[config.mk]
export PLATFORM = sky130hd
export DESIGN_NAME = serial_time_set_command_parser
export DESIGN_NICKNAME = d
export VERILOG_FILES = /design/src/hw/rtl/stscp_pkg.sv /design/src/hw/rtl/stscp_fifo.sv /design/src/hw/rtl/stscp_front.sv /design/src/hw/rtl/stscp_back.sv /design/src/hw/rtl/serial_time_set_command_parser.sv
export SDC_FILE = /design/constraint.sdc
export NUM_CORES = 1
export LEC_CHECK = 0
export BUFFER_PORTS_ARGS = -buffer_cell sky130_fd_sc_hd__buf_2
export CELL_PAD_IN_SITES_DETAIL_PLACEMENT = 0
export CELL_PAD_IN_SITES_GLOBAL_PLACEMENT = 1
export CORE_ASPECT_RATIO = 0.6
export CORE_MARGIN = 2
export CORE_UTILIZATION = 53
export DETAILED_ROUTE_END_ITERATION = 10
export PLACE_DENSITY = 0.82
export SLEW_MARGIN = 15
export SYNTH_ARGS = -nofsm -noshare
export SYNTH_HDL_FRONTEND = slang
export SYNTH_HIERARCHICAL = 1
export SYNTH_SLANG_ARGS = --single-unit
[constraint.sdc]
create_clock -name clk_i -period 14.4 [get_ports clk_i]
set_clock_uncertainty 0.05 [all_clocks]
set_input_delay 2.16 -clock clk_i [delete_from_list [all_inputs] [get_ports clk_i]]
set_output_delay 2.16 -clock clk_i [all_outputs]
set_load 0.1 [all_outputs]
[src/hw/rtl/stscp_pkg.sv]
// Shared types, character codes and decode functions for the serial time-set parser.
// Depends on nothing; the front end, back end and top level refer to it by scoped names.
package stscp_pkg;

  localparam int unsigned StoreDepth = 15;
  localparam int unsigned FieldChars = StoreDepth - 1;

  localparam logic [7:0] CharCr    = 8'h0D;
  localparam logic [7:0] CharLf    = 8'h0A;
  localparam logic [7:0] CharSpace = 8'h20;
  localparam logic [7:0] CharTab   = 8'h09;
  localparam logic [7:0] CharVt    = 8'h0B;
  localparam logic [7:0] CharFf    = 8'h0C;
  localparam logic [7:0] CharPlus  = 8'h2B;
  localparam logic [7:0] CharMinus = 8'h2D;
  localparam logic [7:0] CharZero  = 8'h30;
  localparam logic [7:0] CharNine  = 8'h39;
  localparam logic [7:0] CharT     = 8'h54;

  localparam logic [7:0] YearOffset = 8'(2000);

  typedef logic [7:0] byte_t;

  typedef struct packed {
    byte_t                           echo;
    logic                            set;
    logic [FieldChars-1:0][7:0]      chars;
  } cmd_t;

  typedef struct packed {
    byte_t echo;
    logic  set;
    byte_t year;
    byte_t month;
    byte_t day;
    byte_t hour;
    byte_t minute;
    byte_t second;
  } val_t;

  typedef val_t res_t;

  // Decimal text conversion over up to four characters, kept to the low 8 bits.
  function automatic byte_t parse_field(input logic [3:0][7:0] chars, input logic [2:0] len);
    byte_t      v;
    logic       neg;
    logic [1:0] phase;
    byte_t      c;
    logic       is_digit;
    logic       is_space;
    v     = '0;
    neg   = 1'b0;
    phase = 2'd0;
    for (int i = 0; i < 4; i++) begin
      c        = chars[i];
      is_digit = (c >= CharZero) && (c <= CharNine);
      is_space = (c == CharSpace) || (c == CharTab) || (c == CharVt) || (c == CharFf) ||
                 (c == CharCr) || (c == CharLf);
      if (3'(i) < len) begin
        if (phase == 2'd0) begin
          if (is_space) begin
            phase = 2'd0;
          end else if (c == CharPlus || c == CharMinus) begin
            neg   = (c == CharMinus);
            phase = 2'd1;
          end else if (is_digit) begin
            v     = c - CharZero;
            phase = 2'd1;
          end else begin
            phase = 2'd2;
          end
        end else if (phase == 2'd1) begin
          if (is_digit) begin
            v = 8'(v * 8'd10) + (c - CharZero);
          end else begin
            phase = 2'd2;
          end
        end
      end
    end
    return neg ? 8'(-v) : v;
  endfunction

  // Packed BCD of an 8-bit value; the tens digit keeps only its low four bits.
  function automatic byte_t pack_bcd(input byte_t b);
    logic [18:0] p;
    logic [4:0]  q;
    byte_t       r;
    p = 19'(b) * 19'd205;
    q = p[15:11];
    r = b - (8'(q) * 8'd10);
    return {q[3:0], r[3:0]};
  endfunction

endpackage

[src/hw/rtl/stscp_fifo.sv]
// Small first-in first-out queue of register entries with push/full and pop/empty sides.
// Depends on nothing; used twice by the serial time-set parser.
module stscp_fifo #(
  parameter int unsigned Width = 8,
  parameter int unsigned Depth = 2
) (
  input  logic             clk_i,
  input  logic             rst_ni,
  input  logic             push_i,
  output logic             full_o,
  input  logic [Width-1:0] wdata_i,
  input  logic             pop_i,
  output logic             empty_o,
  output logic [Width-1:0] rdata_o
);

  localparam int unsigned AddrW = (Depth > 1) ? $clog2(Depth) : 1;

  logic [Width-1:0] mem_q [Depth];
  logic [AddrW:0]   wptr_q, wptr_d;
  logic [AddrW:0]   rptr_q, rptr_d;
  logic             do_push;
  logic             do_pop;

  assign empty_o = (wptr_q == rptr_q);
  assign full_o  = (wptr_q[AddrW-1:0] == rptr_q[AddrW-1:0]) && (wptr_q[AddrW] != rptr_q[AddrW]);
  assign do_push = push_i && !full_o;
  assign do_pop  = pop_i && !empty_o;
  assign wptr_d  = do_push ? wptr_q + 1'b1 : wptr_q;
  assign rptr_d  = do_pop ? rptr_q + 1'b1 : rptr_q;
  assign rdata_o = mem_q[rptr_q[AddrW-1:0]];

  always_ff @(posedge clk_i or negedge rst_ni) begin
    if (!rst_ni) begin
      wptr_q <= '0;
      rptr_q <= '0;
    end else begin
      wptr_q <= wptr_d;
      rptr_q <= rptr_d;
    end
  end

  always_ff @(posedge clk_i) begin
    if (do_push) begin
      mem_q[wptr_q[AddrW-1:0]] <= wdata_i;
    end
  end

endmodule

[src/hw/rtl/stscp_front.sv]
// Front end: keeps the line count and the first characters of the line and classifies each byte.
// Depends on stscp_pkg for the character codes and the command type.
module stscp_front #(
  parameter int unsigned LineCapacity = 31
) (
  input  logic              clk_i,
  input  logic              rst_ni,
  input  logic              accept_i,
  input  logic [7:0]        rx_byte_i,
  output stscp_pkg::cmd_t   cmd_o
);

  localparam int unsigned CountW = $clog2(LineCapacity + 1);

  logic [CountW-1:0] count_q, count_d;
  logic [7:0]        store_q [stscp_pkg::StoreDepth];
  logic              is_eol;
  logic              room;
  logic              in_store;

  assign is_eol   = (rx_byte_i == stscp_pkg::CharCr) || (rx_byte_i == stscp_pkg::CharLf);
  assign room     = (count_q < CountW'(LineCapacity));
  assign in_store = (count_q < CountW'(stscp_pkg::StoreDepth));

  always_comb begin
    count_d = count_q;
    if (accept_i) begin
      if (is_eol) begin
        count_d = '0;
      end else if (room) begin
        count_d = count_q + 1'b1;
      end
    end
  end

  always_ff @(posedge clk_i or negedge rst_ni) begin
    if (!rst_ni) begin
      count_q <= '0;
    end else begin
      count_q <= count_d;
    end
  end

  always_ff @(posedge clk_i) begin
    if (accept_i && !is_eol && in_store) begin
      store_q[count_q[3:0]] <= rx_byte_i;
    end
  end

  always_comb begin
    cmd_o.echo = rx_byte_i;
    cmd_o.set  = is_eol && (count_q == CountW'(stscp_pkg::StoreDepth)) &&
                 (store_q[0] == stscp_pkg::CharT);
    for (int k = 0; k < stscp_pkg::FieldChars; k++) begin
      cmd_o.chars[k] = store_q[k+1];
    end
  end

endmodule

[src/hw/rtl/stscp_back.sv]
// Back end: parses the six fields of a command, converts them to packed BCD and queues results.
// Depends on stscp_pkg for the types and functions and on stscp_fifo for the result queue.
module stscp_back (
  input  logic              clk_i,
  input  logic              rst_ni,
  input  logic              cmd_empty_i,
  output logic              cmd_pop_o,
  input  stscp_pkg::cmd_t   cmd_i,
  input  logic              pop_i,
  output logic              empty_o,
  output stscp_pkg::res_t   res_o
);

  logic               val_valid_q;
  stscp_pkg::val_t    val_q, val_d;
  stscp_pkg::res_t    res_d;
  logic               res_full;
  logic               advance;

  assign advance   = !val_valid_q || !res_full;
  assign cmd_pop_o = !cmd_empty_i && advance;

  always_comb begin
    val_d.echo   = cmd_i.echo;
    val_d.set    = cmd_i.set;
    val_d.year   = stscp_pkg::parse_field({cmd_i.chars[3], cmd_i.chars[2],
                                           cmd_i.chars[1], cmd_i.chars[0]}, 3'd4)
                   - stscp_pkg::YearOffset;
    val_d.month  = stscp_pkg::parse_field({16'h0, cmd_i.chars[5], cmd_i.chars[4]}, 3'd2);
    val_d.day    = stscp_pkg::parse_field({16'h0, cmd_i.chars[7], cmd_i.chars[6]}, 3'd2);
    val_d.hour   = stscp_pkg::parse_field({16'h0, cmd_i.chars[9], cmd_i.chars[8]}, 3'd2);
    val_d.minute = stscp_pkg::parse_field({16'h0, cmd_i.chars[11], cmd_i.chars[10]}, 3'd2);
    val_d.second = stscp_pkg::parse_field({16'h0, cmd_i.chars[13], cmd_i.chars[12]}, 3'd2);
  end

  always_ff @(posedge clk_i or negedge rst_ni) begin
    if (!rst_ni) begin
      val_valid_q <= 1'b0;
    end else if (advance) begin
      val_valid_q <= cmd_pop_o;
    end
  end

  always_ff @(posedge clk_i) begin
    if (cmd_pop_o) begin
      val_q <= val_d;
    end
  end

  always_comb begin
    res_d.echo   = val_q.echo;
    res_d.set    = val_q.set;
    res_d.year   = val_q.set ? stscp_pkg::pack_bcd(val_q.year) : '0;
    res_d.month  = val_q.set ? stscp_pkg::pack_bcd(val_q.month) : '0;
    res_d.day    = val_q.set ? stscp_pkg::pack_bcd(val_q.day) : '0;
    res_d.hour   = val_q.set ? stscp_pkg::pack_bcd(val_q.hour) : '0;
    res_d.minute = val_q.set ? stscp_pkg::pack_bcd(val_q.minute) : '0;
    res_d.second = val_q.set ? stscp_pkg::pack_bcd(val_q.second) : '0;
  end

  stscp_fifo #(
    .Width($bits(stscp_pkg::res_t)),
    .Depth(2)
  ) u_res_fifo (
    .clk_i  (clk_i),
    .rst_ni (rst_ni),
    .push_i (val_valid_q),
    .full_o (res_full),
    .wdata_i(res_d),
    .pop_i  (pop_i),
    .empty_o(empty_o),
    .rdata_o(res_o)
  );

endmodule

[src/hw/rtl/serial_time_set_command_parser.sv]
// Top level of the serial time-set command parser: front end, command queue and back end.
// Depends on stscp_pkg, stscp_fifo, stscp_front and stscp_back.
//
//   channel   handshake          payload
//   input     push / full        rx_byte_i
//   result    empty / pop        echo_byte_o, time_set_o, year..second_bcd_o
//
// One byte is taken per cycle while full is low, and every byte gives one result transaction.
// An accepted byte moves from the command queue into the parse register and then into the
// result queue, where it becomes visible; a full result queue holds it in the parse register.
// Reset clears the line count and both queues; the stored characters need no reset.
// A held-off pop fills the result queue and then the command queue, which raises full.
module serial_time_set_command_parser #(
  parameter int unsigned LINE_CAPACITY = 31
) (
  input  logic       clk_i,
  input  logic       rst_ni,
  input  logic       push,
  output logic       full,
  input  logic [7:0] rx_byte_i,
  output logic       empty,
  input  logic       pop,
  output logic [7:0] echo_byte_o,
  output logic       time_set_o,
  output logic [7:0] year_bcd_o,
  output logic [7:0] month_bcd_o,
  output logic [7:0] day_bcd_o,
  output logic [7:0] hour_bcd_o,
  output logic [7:0] minute_bcd_o,
  output logic [7:0] second_bcd_o
);

  logic             accept;
  stscp_pkg::cmd_t  cmd_in;
  stscp_pkg::cmd_t  cmd_out;
  logic             cmd_empty;
  logic             cmd_pop;
  stscp_pkg::res_t  res;

  assign accept = push && !full;

  stscp_front #(
    .LineCapacity(LINE_CAPACITY)
  ) u_front (
    .clk_i    (clk_i),
    .rst_ni   (rst_ni),
    .accept_i (accept),
    .rx_byte_i(rx_byte_i),
    .cmd_o    (cmd_in)
  );

  stscp_fifo #(
    .Width($bits(stscp_pkg::cmd_t)),
    .Depth(2)
  ) u_cmd_fifo (
    .clk_i  (clk_i),
    .rst_ni (rst_ni),
    .push_i (accept),
    .full_o (full),
    .wdata_i(cmd_in),
    .pop_i  (cmd_pop),
    .empty_o(cmd_empty),
    .rdata_o(cmd_out)
  );

  stscp_back u_back (
    .clk_i      (clk_i),
    .rst_ni     (rst_ni),
    .cmd_empty_i(cmd_empty),
    .cmd_pop_o  (cmd_pop),
    .cmd_i      (cmd_out),
    .pop_i      (pop),
    .empty_o    (empty),
    .res_o      (res)
  );

  assign echo_byte_o  = res.echo;
  assign time_set_o   = res.set;
  assign year_bcd_o   = res.year;
  assign month_bcd_o  = res.month;
  assign day_bcd_o    = res.day;
  assign hour_bcd_o   = res.hour;
  assign minute_bcd_o = res.minute;
  assign second_bcd_o = res.second;

  a_cmd_queued: assert property (@(posedge clk_i) disable iff (!rst_ni)
    accept |=> !cmd_empty)
    else $error("An accepted transaction did not reach the command queue.");

  a_cmd_drains: assert property (@(posedge clk_i) disable iff (!rst_ni)
    cmd_pop |-> !cmd_empty)
    else $error("The back end popped an empty command queue.");

  a_clear_fields: assert property (@(posedge clk_i) disable iff (!rst_ni)
    (!empty && !time_set_o) |-> (year_bcd_o == 8'h00 && month_bcd_o == 8'h00 &&
      day_bcd_o == 8'h00 && hour_bcd_o == 8'h00 && minute_bcd_o == 8'h00 &&
      second_bcd_o == 8'h00))
    else $error("Time fields are nonzero without a set strobe.");

  a_units_digit: assert property (@(posedge clk_i) disable iff (!rst_ni)
    !empty |-> (year_bcd_o[3:0] <= 4'd9 && month_bcd_o[3:0] <= 4'd9 &&
      day_bcd_o[3:0] <= 4'd9 && hour_bcd_o[3:0] <= 4'd9 &&
      minute_bcd_o[3:0] <= 4'd9 && second_bcd_o[3:0] <= 4'd9))
    else $error("A units digit of a time field is above nine.");

endmodule
# == Word-level counts from Yosys, hierarchy flattened ==
# Memories as Yosys holds them, arrays and structs flattened.
# Cells that the tools add are included.
# op_classes
mul,20
eq_ne,130
add_sub_neg,40
n_reduce_logical,128
n_mux,152
n_lt_le_gt_ge,30
# ops
cell,n
$mux W8,78
$eq A8 B4 Y1 const B,72
$eq A8 B6 Y1 const B,42
$ge A8 B6 Y1 const B,14
$le A8 B6 Y1 const B,14
$sub A8 B6 Y8 const B,14
$mul A8 B8 Y16 const B,6
$logic_or A1 B1 Y1,86
$add A8 B8 Y8,8
$mul A8 B3 Y7 const B,8
$mux W2,30
$neg A8 Y8,6
$mux W1,42
$mul A5 B3 Y3 const B,6
$logic_and A1 B1 Y1,26
$sub A4 B4 Y4,6
$eq A2 B1 Y1 const B,8
$logic_not A2 Y1,8
$mux W5,2
$add A2 B1 Y2 const B,4
$eq A8 B7 Y1 const B,1
$sub A8 B8 Y8 const B,1
$logic_not A1 Y1,6
$add A5 B1 Y5 const B,1
8 further kinds,11
# word_totals
out_inout_bits,59
elab_cells,517
mem_bits_rw,476
register_bits,71
mem_count,3
# memory_table
name,depth,word_bits,rd,rd_ports_with_merged_regs,write_ports,line_no,rtl
u_cmd_fifo.mem_q,2,121,1,0,1,stscp_fifo.sv:19,logic [Width-1:0] mem_q [Depth];
u_front.store_q,15,8,15,0,1,stscp_front.sv:16,logic [7:0] store_q [stscp_pkg::StoreDepth];
u_back.u_res_fifo.mem_q,2,57,1,0,1,stscp_fifo.sv:19,

# == Logic depth before layout (Yosys ltp) ==
# Gate-level depths: netlist of the first run.
# An unclocked memory read counts as a cell.
# depth
ltp_word,26
ltp_mapped,35

# == By module ==
# The synthesis of the first run kept the hierarchy.
# by_module_without_submodules
module,cells_each,instances,seq_area_each_um2,area_each_um2
stscp_back,1891,1,1736.7,16429.5
stscp_fifo (u_cmd_fifo),404,1,7367.1,9031.2
stscp_fifo (u_back.u_res_fifo),205,1,3523.4,4406.7
stscp_front,199,1,3728.6,4240.3
serial_time_set_command_parser,1,1,0.0,13.8

# == Worst setup path after synthesis of the first run ==
# No wires, ideal clock.
# synth_path
kind,input -> register
startpoint,input push
endpoint,"memory u_cmd_fifo/mem_q[0][0] in the netlist's numbering, enable pin"
setup_slack_ns,2.431
t_arrival_ns,11.145
path_buffers,0
path_stages,2
setup_ns,0.774
path_cell_list,nor2b_4 -> nor3b_1
# synth_via
elab_chain_len,4
# synth_lines
element,line_no,rtl
"start, declared",serial_time_set_command_parser.sv:18,"input logic push,"
$logic_and A1 B1 Y1,serial_time_set_command_parser.sv:40,assign accept = push && !full;
$logic_and A1 B1 Y1,stscp_fifo.sv:27,assign do_push = push_i && !full_o;
$mux W1,stscp_fifo.sv:44,if (do_push) begin
$mux W1 (implied by the code),stscp_fifo.sv:45,mem_q[wptr_q[AddrW-1:0]] <= wdata_i;
"end, declared",stscp_fifo.sv:19,
# Every way passes these cells.

==> metrics.md, run 1 <==
| Metric | Value |
|---|---|
| Status | finished, final reports clean |
| Crit Path Category | reg -> reg |
| Total number of vias | 20,900 |
| Final instance area | 37,100 µm² |
| Post-Syn Area | 34,100 µm² |
| Number of flops mapped to enable cells by yosys | 533 |
| Worst Setup End Kind | register |
| Postcts setup bufs | 0 |
| Critical path's slowest cell | dfrtp_4 |
| Final setup TNS | 0 ns |
| Period Utilization, post-route | 0.684 |
| I/O pins | 71 |
| Register Area | 16,400 µm² |
| Cells after Synth | 2,700 |
| Largest family of logic cells by synthesized area | adder cells |
| CP dominant cell by count | ha_1 |
| CTS tree | done |
| FF+latch count, synth | 547 |
| DR WL/cell | 19.1 µm |
| Std-Cell Rows | a little over 70 |
| Startpoint of the worst hold path | u_front/store_q[14][7] |
| Finished Core Util | 0.587 |
| Actual slew at the worst max-slew pin | 1.10 ns |
| Antenna viol nets, final | 0 |
| Most common cell after layout, fill and taps aside | edfxtp_1 |
| Global-route wire length before repair | 114,000 µm |
| Worst skew pair latency | 0.63 ns |
| Area after DPL | around 35,000 µm² |
| Worst setup path startpoint | u_cmd_fifo/rptr_q[0] |
| Gpl congestion | 0.894 |
| Initial core utilization | 0.540 |
| Avg Synthesized Cell Area | 12.6 µm² |
| Filler cell count | 5,011 |
| Hold WC Path Type | reg -> reg |
| TritonCTS buffer count | 52 |
| Footprint of the multi-input gates | 16,100 µm² |
| Die area | ~66,000 µm² |
| DRC errors left | 0 |
| Clock slew at reported path FFs | around 0.07 ns |
| Clock Tree Root | clkbuf_16 |
| CP required | 14.69 ns |
| DR iter-0 viols | 1,795 |
| Max-cap viol count | 0 |
| Arr. time, crit path | 10.14 ns |
| Max stage delay on crit path | 1.03 ns |
| Crit Path Max Fanout | between 60 and 70 |
| Area growth from synthesis to layout | 8.69% |
| DP Wirelength | 51,100 µm |
| Syn_nets | 3,198 |
| PortBufs | 70 |
| Async SR Flop Fraction | 0.0256 |
| Final setup violation count | 0 |
| Share of layout cells above drive strength 1 | 0.143 |
| Slew headroom | 0.270 |
| Synth Flop Type | edfxtp_1 |
| CTS HTree Levels | 2 |
| Tmin final | 9.84 ns |
| Xor and xnor fraction of the mapped netlist area | 0.0499 |
| GR Util All Layers | 0.213 |
| Maximum clock path buffer count | 3 |
| Highest clock rate | 0.102 GHz |
| Post-CTS sizing | 0 |
| RSZ-0062 raised after global routing | false |
| Post-synthesis mux area share | 0.0636 |
| Largest net degree at the start of global routing | 66 |
| Startpoint types | register |
| Clk sinks | between 500 and 600 |
| Die width | 332 µm |
| Synth Area in Adders | 0.198 |
| TritonRoute pass-1 iters | 6 |
| Commonest non-fill, non-tap cells in the layout | edfxtp_1, ha_1, inv_1, mux2_2, nor2_1 |
| Routed WL | 70,000 µm |
| Global route overflow | 0 |
| Synth warn | 6 |
| Hold Buf Count CTS | 0 |
| Core area | approximately 63,000 µm² |
| Reg2reg start | u_cmd_fifo/rptr_q[0] |
| Post-synthesis cell type count | 106 |
| Initial antenna violation count | 2 |
| Vias per cell | 5.70 |
| Die Ht | ~200 µm |
| Endpoints failing hold | 0 |
| Compound-Gate Fraction of Synth Area | 0.0880 |
| Simple-gate area share of the yosys netlist | 0.0720 |
| Vias in the first global route | 21,000 |
| Final nets | 3,281 |
| Sequential area share after synthesis | 0.479 |
| Max-slew violation count | 0 |
[layer usage]
| layer | share of wire | vias up | track usage |
|---|---|---|---|
| met3 | 0.063 | 65 | 0.0360 |
| met2 | 0.41 | 592 | 0.304 |
| met4 | 0.012 | 0 | 0.0383 |
| li1 | - | 9952 | - |
| met1 | 0.51 | 10300 | 0.340 |
| met5 | 0 | - | 0 |
[cells by family (layout without fill, tap and decap cells)]
family | count (synthesis) | after routing
flip-flops | 547 | 547
adder cells (fa/ha/maj) | 486 | 486
AND/OR/NAND/NOR | 460 | 460
AO/OA/AOI/OAI | 432 | 432
buffers and inverters | 391 | 517
multiplexers | 193 | 193
XOR/XNOR | 191 | 191
other | 0 | 2
[worst max-delay path: cells and delay by family (launching register included)]
kind,cells,cell delay [ns]
DFF,1,1.03
buffers and inverters,2,0.19
xor gates and xnor gates,4,0.63
and+or+nand+nor,3,0.61
muxes,2,0.79
AOI/OAI and AO/OA,10,2.88
adders and majority gates,10,3.33
[synth_stat cells (56+ instances only)]
library cell,count,area share
and2_1,63,0.012
edfxtp_1,533,0.47
o21ai_0,58,0.0085
a21oi_1,115,0.017
nor2_1,142,0.016
nand2_1,66,0.0073
xnor2_1,132,0.034
ha_1,398,0.15
fa_1,88,0.052
inv_1,328,0.036
xor2_1,56,0.014
mux2_2,164,0.054
[flip-flops by register name (all words and copies together), names as in the netlist]
name                      flops
u_back/res_d                  9
u_back/u_res_fifo/mem_q     114
u_back/u_res_fifo/rptr_q      2
u_back/u_res_fifo/wptr_q      2
u_back/val_q                 48
u_back/val_valid_q            1
u_cmd_fifo/mem_q            242
u_cmd_fifo/rptr_q             2
u_cmd_fifo/wptr_q             2
u_front/count_q               5
u_front/store_q             120
[worst paths after layout]
| kind | to | slack [ns] | cells past startpoint |
|---|---|---|---|
| max | u_back/val_q[47] | 4.56 | 31 |
| min in group asynchronous | u_back/u_res_fifo/rptr_q[0] | 1.44 | 1 |
| max reg2reg | u_back/val_q[47] | 4.56 | 31 |
| min reg2reg | u_cmd_fifo/mem_q[0][111] | 0.37 | 0 |
| max in group asynchronous | u_cmd_fifo/rptr_q[0] | 12.50 | 1 |
| min | u_cmd_fifo/mem_q[0][111] | 0.37 | 0 |
[through the flow]
| stage | instances | hold slack, ns | setup slack [ns] |
|---|---|---|---|
| finish | 3667 | 0.369 | 4.56 |
| global route | 3665 | 0.380 | 4.05 |
| CTS | 3664 | 0.358 | 4.38 |
| detailed placement | 3567 | 0.380 | 4.44 |
| global placement | 3567 | 0.371 | 4.59 |
| floorplan | 2700 | 0.371 | 2.43 |
[cell type report]
type / count / share of cell area
clock inverter: 33 / 0.0107
timing repair buffer: 92 / 0.0144
clock buffer: 64 / 0.0371
sequential: 547 / 0.441
tap: 839 / 0.0283
antenna: 2 / 0.000135
multi-input combinational: 1762 / 0.435
inverter: 328 / 0.0332
Power of run 1 is left out: the tool's default activity adds up to more than one toggle a clock period on the data nets, which glitch-free logic cannot reach.
==> inputs of run 2 (changes only) <==
Clock period 14.4 ns to 9.7 ns, I/O delays scaled along.
==> run 2 against run 1 <==
Clock-buffer cell count shrank 5. Highest routed layer unchanged. Global-route usage grew 0.090 points. Flip-flop and latch count is the same. Critical endpoint unchanged. Die area is the same. Register-to-register slack lost 3.8 ns. Largest cell class unchanged. Sequential share of layout area is essentially flat. Hold slack lost 0.0080 ns. Setup slack lost 3.8 ns.
==> metrics.md, run 2 (synthesis results as in run 1) <==
| Metric | Value |
|---|---|
| GR Util All Layers | 0.214 |
| Clock slew at reported path FFs | around 0.060 ns |
| Max reg flops | ~240 |
| Max stage delay on crit path | 0.62 ns |
| Final instance area | 37,100 µm² |
| Std-Cell Rows | 71 |
| R2r setup slk | approximately 0.73 ns |
| Reg2reg start | u_cmd_fifo/rptr_q[0] |
| Global-route wire length before repair | 114,000 µm |
| Max-slew violation count | 0 |
| Gpl congestion | 0.880 |
| TritonRoute pass-1 iters | 5 |
| Core area | approximately 63,000 µm² |
| Tmin final | 8.97 ns |
| PortBufs | 70 |
| Hold Buf Count CTS | 0 |
| Postcts setup bufs | 0 |
| Largest net degree at the start of global routing | 74 |
| Critical path destination | u_back/val_q[47] |
| Actual slew at the worst max-slew pin | 1.05 ns |
| Initial core utilization | 0.540 |
| Endpoints failing hold | 0 |
| DR WL/cell | 19.2 µm |
| DP Wirelength | 51,600 µm |
| Die area | 66,500 µm² |
| Final nets | 3,283 |
| Area growth from synthesis to layout | 8.60% |
| Worst skew pair latency | 0.64 ns |
| Filler cell count | 5,000 |
| Hold WC Path Type | reg -> reg |
| CTS HTree Levels | 2 |
| Max-cap viol count | 0 |
| Reg2Reg Depth | 32 |
| Startpoint types | register |
| Diodes inserted | 0 |
| Worst setup path startpoint | u_cmd_fifo/rptr_q[0] |
| Crit Path Max Fanout | 20 |
| Worst hold slack | between 0.3 and 0.4 ns |
| Highest clock rate | about 0.11 GHz |
| TritonCTS buffer count | 50 |
| Status | finished, final reports clean |
| Critical path's slowest cell | dfrtp_4 |
| CP dominant cell by count | ha_1 |
| Antenna viol nets, final | 0 |
| Arr. time, crit path | 9.26 ns |
| Share of layout cells above drive strength 1 | 0.144 |
| Most common cell after layout, fill and taps aside | edfxtp_1 |
| Post-CTS sizing | 0 |
| Worst Setup End Kind | register |
| Clk sinks | 547 |
| Die Ht | 201 µm |
| Die width | approximately 330 µm |
| CP required | roughly 10 ns |
| DRC errors left | 0 |
| I/O pins | 71 |
| CTS tree | done |
| Area after DPL | 35,300 µm² |
| Reg2Reg Capture Point | u_back/val_q[47] |
| DR iter-0 viols | 1,555 |
| Global route overflow | 0 |
| Routed WL | 70,300 µm |
| Total number of vias | ~21,000 |
| Vias in the first global route | roughly 21,000 |
| Final setup violation count | 0 |
| Maximum clock path buffer count | 3 |
| RSZ-0062 raised after global routing | false |
| Finished Core Util | 0.587 |
| Crit Path Category | reg -> reg |
| Initial antenna violation count | 2 |
| Commonest non-fill, non-tap cells in the layout | edfxtp_1, ha_1, inv_1, mux2_2, nor2_1 |
| Clock Tree Root | clkbuf_16 |
| Vias per cell | 5.70 |
| Slew headroom | 0.292 |
| Period Utilization, post-route | 0.924 |
| Final setup TNS | 0 ns |
==> run 2: area by class of cell <==
cell class                 count  area [µm²]  area share
clock buffer                  59        1280      0.0347
tap                          839        1050      0.0283
timing repair buffer          96         546      0.0147
clock inverter                34         438      0.0118
sequential                   547       16400       0.442
multi-input combinational   1762       16100       0.436
inverter                     328        1230      0.0332
==> run 2: how the worst min path moves through the flow <==
stage | from | endpoint | cells past startpoint
6_report | u_front/store_q[14][5] | u_cmd_fifo/mem_q[1][109] | 0
5_1_grt | u_front/store_q[14][5] | u_cmd_fifo/mem_q[1][109] | 0
3_3_place_gp | u_front/store_q[11][5] | u_cmd_fifo/mem_q[0][85] | 0
3_5_place_dp | u_front/store_q[2][6] | u_cmd_fifo/mem_q[0][14] | 0
2_1_floorplan | u_back/res_d[49] | u_back/u_res_fifo/mem_q[0][49] | 0
4_1_cts | u_front/store_q[14][5] | u_cmd_fifo/mem_q[1][109] | 0
==> run 2: worst max-delay path, delay by kind of cell, from the launching register on <==
kind                       cells  cell delay (ns)
AOI/OAI and AO/OA             10             2.06
xor gates and xnor gates       4             0.62
adders and majority gates      9             2.99
buffers and inverters          3             0.51
DFF                            1             0.62
muxes                          2             0.83
and+or+nand+nor                4             1.02
==> run 2: per-layer routing <==
metal	global-route usage	wire length [µm]
met5	0	0
met4	0.0360	839
met3	0.0373	4550
met2	0.302	28400
met1	0.344	36500
==> run 2: per-stage QoR <==
step	setup slack (ns)	instances
after floorplan	1.07	2700
after global placement	0.885	3572
after detailed placement	0.824	3572
after CTS	0.749	3665
after global routing	0.102	3665
final	0.733	3665
Power of run 2 is left out for the same reason.
==> inputs of run 3 (changes only) <==
Settings changed: ABC_CLOCK_PERIOD_IN_PS set to 9700, GPL_TIMING_DRIVEN set to 0.
==> run 3 against run 2 <==
Routed wire length increased by 3.1%. Register-to-register slack got worse by 0.17 ns. Sequential share of layout area decreased by 0.97 points.
==> metrics.md, run 3 (synthesis results as in run 1) <==
| Metric | Value |
|---|---|
| Tmin final | 9.14 ns |
| Max-cap viol count | 0 |
| Clock slew at reported path FFs | 0.07 ns |
| PortBufs | 70 |
| Setup WS post-layout | about 0.56 ns |
| TritonCTS buffer count | between 50 and 60 |
| Initial antenna violation count | 2 |
| Hold WC Path Type | reg -> reg |
| Commonest non-fill, non-tap cells in the layout | edfxtp_1, ha_1, inv_1, mux2_2, nor2_1 |
| Die width | between 300 and 400 µm |
| Final nets | 3,354 |
| Share of layout cells above drive strength 1 | 0.157 |
| Core area | 63,200 µm² |
| Hold Buf Count CTS | 0 |
| Vias per cell | roughly 5.7 |
| Area growth from synthesis to layout | 11.0% |
| Global-route wire length before repair | 116,000 µm |
| Finished Core Util | 0.600 |
| TritonRoute pass-1 iters | 6 |
| DR iter-0 viols | 1,955 |
| Std-Cell Rows | 71 |
| DRC errors left | 0 |
| Global routing usage on met2 | 0.314 |
| CP required | 10.01 ns |
| CP dominant cell by count | ha_1 |
| Endpoints failing hold | 0 |
| Hold Path Stages | 0 |
| Period Utilization, post-route | 0.942 |
| Worst Setup End Kind | register |
| Diodes inserted | 0 |
| Routed WL | 72,500 µm |
| Status | finished, final reports clean |
| GRT met1 Usage | 0.354 |
| Max-slew violation count | 0 |
| Antenna viol nets, final | 0 |
| I/O pins | between 70 and 80 |
| Reg2Reg Depth | 33 |
| Final setup violation count | 0 |
| Critical path's slowest cell | fa_1 |
| Crit Path Max Fanout | 10 |
| Die area | 66,500 µm² |
| Vias in the first global route | 21,300 |
| Clk sinks | 547 |
| Largest net degree at the start of global routing | 25 |
| Worst hold slack | 0.385 ns |
| CTS tree | done |
| Total number of vias | 21,200 |
| Clock Tree Root | clkbuf_16 |
| Busiest grt layer | met1 |
| Slew headroom | 0.162 |
| Arr. time, crit path | roughly 9.5 ns |
| Crit Path Category | reg -> reg |
| Max stage delay on crit path | ~0.51 ns |
| DP Wirelength | 54,900 µm |
| Final instance area | about 38,000 µm² |
| Global route overflow | 0 |
| Max reg flops | 242 |
| Pre-CTS WS | -0.0199 ns |
| Actual slew at the worst max-slew pin | 1.25 ns |
| Highest clock rate | 0.109 GHz |
| DR WL/cell | roughly 19 µm |
| GR Util All Layers | 0.219 |
| Worst skew pair latency | 0.62 ns |
| RSZ-0062 raised after global routing | false |
| Gpl congestion | 0.889 |
| Startpoint types | register |
| GR Util met3 | 0.0306 |
| Maximum clock path buffer count | 3 |
| Initial core utilization | 0.540 |
| CTS HTree Levels | 2 |
| Most common cell after layout, fill and taps aside | edfxtp_1 |
| Area after DPL | 36,100 µm² |
| Die Ht | 201 µm |
==> run 3: changes by cell type in the layout (fill, tap and decap cells not counted), moves of 5 or more <==
cell / delta
clkbuf_1: +27
buf_16: +9
nor4_1: -7
clkinv_1: +5
buf_4: -14
buf_6: +24
buf_2: +12
nor4_2: +7
buf_8: +12
==> run 3: metrics by stage <==
stage          instances  setup TNS, ns
4_1_cts             3738              0
6_report            3739              0
3_5_place_dp        3639        -0.0199
2_1_floorplan       2700              0
5_1_grt             3739              0
3_3_place_gp        3609        -253.72
==> run 3: layout make-up <==
| class | count | area [µm²] |
|---|---|---|
| timing repair buffer | 101 | 845 |
| clock inverter | 34 | 347 |
| multi-input combinational | 1762 | 16200 |
| clock buffer | 65 | 1370 |
| fill | 4919 | 25300 |
| inverter | 328 | 1230 |
| buffer | 63 | 464 |
| tap | 839 | 1050 |
| sequential | 547 | 16400 |
==> run 3: final timing paths <==
check	start	to	slack, ns
setup / recovery	u_cmd_fifo/rptr_q[0]	u_back/val_q[47]	0.56
hold / removal	u_front/store_q[7][2]	u_cmd_fifo/mem_q[1][50]	0.39
setup reg to reg	u_cmd_fifo/rptr_q[0]	u_back/val_q[47]	0.56
hold reg to reg	u_front/store_q[7][2]	u_cmd_fifo/mem_q[1][50]	0.39
max in group asynchronous	rst_ni	u_cmd_fifo/rptr_q[1]	8.57
min in group asynchronous	rst_ni	u_back/u_res_fifo/wptr_q[0]	0.72
==> run 3: worst max-delay path, delay by kind of cell (launching register included) <==
kind | cells | cell delay [ns]
fa+ha+maj | 10 | 3.33
mux | 2 | 0.73
flops | 1 | 0.37
buf+inv | 4 | 0.59
xor+xnor | 4 | 0.66
simple gates | 3 | 0.58
compound gates | 10 | 2.53
==> run 3: layer usage <==
| layer | part of all wire | routed length [µm] | vias to the layer above |
|---|---|---|---|
| met1 | 0.51 | 37100 | 10400 |
| met2 | 0.41 | 30000 | 645 |
| met4 | 0.014 | 1010 | 0 |
| met3 | 0.061 | 4400 | 88 |
| li1 | - | - | 10100 |
| met5 | 0 | 0 | - |
==> run 3: repair_timing <==
item / 4_1_cts / 5_1_grt
setup endpoints to repair: 1 / 1
resized for setup: 1 / 3
pin swaps: 0 / 1
cloned: 0 / 0
setup buffers: 0 / 1
Power of run 3 is left out for the same reason.
